### config.mk
export PLATFORM = sky130hd
export DESIGN_NAME = orb_ctrl
export DESIGN_NICKNAME = d
export VERILOG_FILES = /design/src/design/orb_pkg.sv /design/src/design/orb_ctrl.sv
export SDC_FILE = /design/constraint.sdc
export NUM_CORES = 1
export LEC_CHECK = 0
export BUFFER_PORTS_ARGS = -buffer_cell sky130_fd_sc_hd__buf_4
export CORE_AREA = 4 4 41 43
export DETAILED_ROUTE_END_ITERATION = 10
export DIE_AREA = 0 0 45 47
export PLACE_DENSITY_LB_ADDON = 0.08
export SYNTH_ARGS = -nofsm -noshare
export SYNTH_HDL_FRONTEND = slang
export SYNTH_SLANG_ARGS = --single-unit
### constraint.sdc
create_clock -name clk -period 1.4 [get_ports clk]
set_input_delay 0.07 -clock clk [delete_from_list [all_inputs] [get_ports clk]]
set_output_delay 0.07 -clock clk [all_outputs]
set_load 0.05 [all_outputs]
### src/design/orb_pkg.sv
// ----------------------------------------------------------------------------
// orb_pkg: shared types and constants of the overwriting record ring buffer
// Holds the word field widths, command kinds, register indexes, controller
// states and the command/status bundles between controller and datapath.
// ----------------------------------------------------------------------------
`default_nettype none

package orb_pkg;

  localparam int KIND_W     = 3;
  localparam int BYTE_W     = 8;
  localparam int INDEX_W    = 8;
  localparam int ADDR_W     = 32;
  localparam int COUNT_W    = 5;
  localparam int CFG_IDX_W  = 2;
  localparam int CFG_DATA_W = 32;

  localparam logic [CFG_IDX_W-1:0] REG_LOG_ENABLE   = 2'd0;
  localparam logic [CFG_IDX_W-1:0] REG_BASE_ADDRESS = 2'd1;

  typedef enum logic [KIND_W-1:0] {
    KIND_OPEN   = 3'd0,
    KIND_APPEND = 3'd1,
    KIND_VOICE  = 3'd2,
    KIND_COMMIT = 3'd3,
    KIND_QUERY  = 3'd4,
    KIND_READ   = 3'd5,
    KIND_CLEAR  = 3'd6,
    KIND_NOP    = 3'd7
  } kind_t;

  typedef enum logic [3:0] {
    S_CLEAR,
    S_IDLE,
    S_DECODE,
    S_ADDR,
    S_EXEC,
    S_TERM,
    S_CSTART,
    S_COUNT,
    S_DONE
  } state_t;

  typedef struct packed {
    logic load_cmd;
    logic decode;
    logic addr_calc;
    logic exec;
    logic term;
    logic count_start;
    logic clear_step;
    logic load_out;
  } ctrl_cmd_t;

  typedef struct packed {
    logic is_clear;
    logic count_busy;
    logic clear_last;
  } dp_status_t;

endpackage

`default_nettype wire

### src/design/orb_ctrl.sv
// ----------------------------------------------------------------------------
// orb_ctrl: sequencing controller of the record ring buffer
// Walks each command through decode, address, execute, terminator (none for
// a clear), count and response steps, and runs the byte store clearing pass.
// ----------------------------------------------------------------------------
`default_nettype none

module orb_ctrl import orb_pkg::*; (
  input  wire logic       clk,
  input  wire logic       rst,
  input  wire logic       cmd_valid,
  output logic            cmd_ready,
  output logic            rsp_valid,
  input  wire logic       rsp_ready,
  input  wire dp_status_t status,
  output ctrl_cmd_t       ctl
);

  state_t state, state_next;
  logic   reply, reply_next;
  logic   out_valid, out_valid_next;

  always_ff @(posedge clk) begin
    if (rst) begin
      state     <= S_CLEAR;
      reply     <= 1'b0;
      out_valid <= 1'b0;
    end else begin
      state     <= state_next;
      reply     <= reply_next;
      out_valid <= out_valid_next;
    end
  end

  always_comb begin
    state_next = state;
    reply_next = reply;
    ctl        = '0;
    cmd_ready  = 1'b0;
    case (state)
      S_CLEAR: begin
        ctl.clear_step = 1'b1;
        if (status.clear_last) begin
          // After reset nobody waits for a word; after a clear command one does.
          state_next = reply ? S_CSTART : S_IDLE;
        end
      end
      S_IDLE: begin
        cmd_ready = 1'b1;
        if (cmd_valid) begin
          ctl.load_cmd = 1'b1;
          state_next   = S_DECODE;
        end
      end
      S_DECODE: begin
        ctl.decode = 1'b1;
        state_next = S_ADDR;
      end
      S_ADDR: begin
        ctl.addr_calc = 1'b1;
        state_next    = S_EXEC;
      end
      S_EXEC: begin
        ctl.exec = 1'b1;
        if (status.is_clear) begin
          reply_next = 1'b1;
          state_next = S_CLEAR;
        end else begin
          state_next = S_TERM;
        end
      end
      S_TERM: begin
        ctl.term   = 1'b1;
        state_next = S_CSTART;
      end
      S_CSTART: begin
        ctl.count_start = 1'b1;
        state_next      = S_COUNT;
      end
      S_COUNT: begin
        if (!status.count_busy) begin
          state_next = S_DONE;
        end
      end
      S_DONE: begin
        if (!out_valid || rsp_ready) begin
          ctl.load_out = 1'b1;
          state_next   = S_IDLE;
        end
      end
      default: begin
        state_next = S_IDLE;
      end
    endcase
  end

  always_comb begin
    if (ctl.load_out) begin
      out_valid_next = 1'b1;
    end else if (rsp_ready) begin
      out_valid_next = 1'b0;
    end else begin
      out_valid_next = out_valid;
    end
  end

  assign rsp_valid = out_valid;

endmodule

`default_nettype wire

==> results.toml <==
[outcome]
status = "finished with violations"
violations = "negative setup slack"

[logic_synthesis]
ys_ff_latch = 6
synth_fp_nets = 63
synthMuxAreaShare = 0.0230
yosys_warnings = 0
seq_area_frac_synth = 0.276
post_synth_fa_ha_maj_area_fraction = 0
synth.area.top_cells = "dfxtp_1 (28%), nand2b_1 (7.2%), nor2_1 (5.2%), nor3_1 (4.6%), nand2_1 (4.3%)"
yosys.area.top_type_share = 0.276
synth_top_family_by_area = "simple AND/OR/NAND/NOR gates"
async_reset_ff_frac = 0
synth.avg_cell_area_um2 = 7.78
synthSimpleGateAreaFrac = 0.371
synth-xor-area-share = 0
syn_area_um2 = 435
synth_area_leader_cell = "dfxtp_1"
synth_edf_count = 0
syn-instance-count = 56
ys_types = 26
ys.flop_type = "dfxtp_1"
synth_compound_area_frac = 0.221

[sta]
setup_slack_ns = -0.0513
tightest_slew_ns = 0.222
rsz0062_at_grt = "yes"
drv_slew = 0
finClkSkew_ns = 0.00195
report.final.setup_viol = 2
slew_headroom = 0.848
hold_viol = 0
period_minus_slack_ns = 1.45
timing.fmax_ghz = 0.689
post-route-period-util = 1.04

[cells_and_area]
layout_commonest_cell = "buf_4"
nets = 87
num_antenna_cells = 0
synthToLayoutAreaGrowth_pct = 56.6
final_cell_mix = "buf_4 (21), nor2_1 (6), nand2_1 (5)"
design_area_um2 = 682
final_cells = 93
fillers = 131
drive_above_1_share = 0.526

[placed_design]
place_area_um2 = 617
dp_hpwl_um = 931
dp_cells = 89
numPortBuffers = 16
gp_congestion = 0.724

[global_routing]
grt_pass1_vias = 417
grt_max_degree = 10
grt_overflow_total = 0
grt_antenna_before_repair = 0
busiest_layer = "met2"
use_met1 = 0.149
met2_usage = 0.184
grt_pass1_wl_um = 1750
grtUsageMet3 = 0.0230
grt_usage = 0.115

[drt]
firstDrtPassIters = 2
drc = 0
antenna_left = 0
drt_iter0_drc = 2
num_vias = 473
drt-total-wl_um = 1140
viasPerCell = 5.09
wl_per_cell_um = 12.2

[floorplanning]
start_util = 0.335
core.rowCount = 13
dieArea_mm2 = 0.00212
coreArea_mm2 = 0.00130
io_pins = 17
die-width_um = 45
die_y_um = 47

[setup_path]
regToRegSetupSlack_ns = 0.04
setup.worst_path.start = "state[0]$_SDFFE_PP0P_"
path_class = "reg -> out"
critPathLaunchType = "register"
reg2reg_from = "state[0]$_SDFFE_PP0P_"
critPathCaptureType = "primary output"
ff2ff_path_depth = 4
worstPathRequired_ns = 1.33
cp-endpoint = "ctl[0]"
cp_max_fo = 3
crit_arrival_ns = 1.38
r2r-end = "state[0]$_SDFFE_PP0P_"

[cts]
insertion_delay_ns = 0.24
clk_pin_slew_ns = 0.04
cts.path.max_buffers = 2
clock-sinks = 6
htree_levels = 1
cts_root_buffer = "clkbuf_4"
cts_tree = "yes"
cts_buffers = 3
postCtsHoldBufs = 0

[pwr]
ir_drop_uv = 522
power_density_mw_per_mm2 = 889
p_leak_uw = 0.000305

[worst_hold_path]
hp-class = "in -> reg"

[job]
max-cap-violations = 0
==> power breakdown <==
group	internal [µW]	switching, µW	total (µW)	leakage, µW
Clock	96.5	55.6	152	0.0000138
Combinational	114	151	265	0.000241
Sequential	182	7.68	189	0.0000499
==> area by class of cell <==
cell class | count | area [µm²] | area share
clock buffer | 3 | 22.5 | 0.0330
inverter | 3 | 11.3 | 0.0165
multi-input combinational | 42 | 307 | 0.450
sequential | 6 | 124 | 0.182
tap | 15 | 18.8 | 0.0275
timing repair buffer | 24 | 199 | 0.292
==> through the flow <==
| stage | setup WS, ns | hold WS [ns] | setup TNS [ns] | power, µW | utilization |
|---|---|---|---|---|---|
| detailed placement | 0.137 | 0.289 | 0 | 431 | 0.474 |
| global route | -0.108 | 0.0316 | -0.233 | 649 | 0.524 |
| CTS | -0.0935 | 0.0288 | -0.0935 | 603 | 0.513 |
| finish | -0.0513 | 0.0347 | -0.0525 | 606 | 0.524 |
| global placement | 0.147 | 0.289 | 0 | 431 | 0.474 |
| floorplan | -0.276 | 0.139 | -0.327 | 361 | - |
==> kinds of logic (layout without fill, tap and decap cells) <==
logic type             after synthesis  after routing
DFF                                  6              6
AOI/OAI and AO/OA                   12             12
muxes                                1              1
buffers and inverters                8             30
and+or+nand+nor                     29             29
==> flip-flops by register name, indices dropped and copies added (netlist names) <==
signal     count
state          4
reply          1
rsp_valid      1
==> worst max-delay path: stages (launching register included) <==
cell and delay (ns):
dfxtp_2 0.32, or4b_4 0.54, nor2b_2 0.13, buf_6 0.16
==> metal layers <==
metal	routed length (µm)	share of wire	vias up
met5	0	0	-
met4	0	0	0
met3	62	0.055	0
met2	573	0.50	11
met1	501	0.44	215
li1	-	-	247
==> worst min path at each step <==
stage | startpoint | to | slack, ns | cells after the start
final | rst | state[3]$_SDFFE_PP0P_ | 0.03 | 2
after global placement | rst | state[3]$_SDFFE_PP0P_ | 0.29 | 2
after floorplan | rst | rsp_valid$_SDFFE_PP0P_ | 0.14 | 1
after global routing | rst | state[3]$_SDFFE_PP0P_ | 0.03 | 2
after CTS | rst | state[3]$_SDFFE_PP0P_ | 0.03 | 2
after detailed placement | rst | rsp_valid$_SDFFE_PP0P_ | 0.29 | 2
==> Yosys cell counts, types with 2 or more instances <==
library cell and n:
a21oi_1 2, a31oi_1 2, buf_2 2, buf_4 2, dfxtp_1 6, inv_1 3, nand2_1 5, nand2b_1 5
nor2_1 6, nor2b_1 3, nor3_1 4, o21a_1 2
==> timing repair <==
action | CTS | global route
pin swaps | 1 | 3
setup buffers | 1 | 0
endpoints found under the setup margin | 3 | 4
resized for setup | 7 | 5
cloned | 0 | 0
Power figures use the tool's default switching activity.
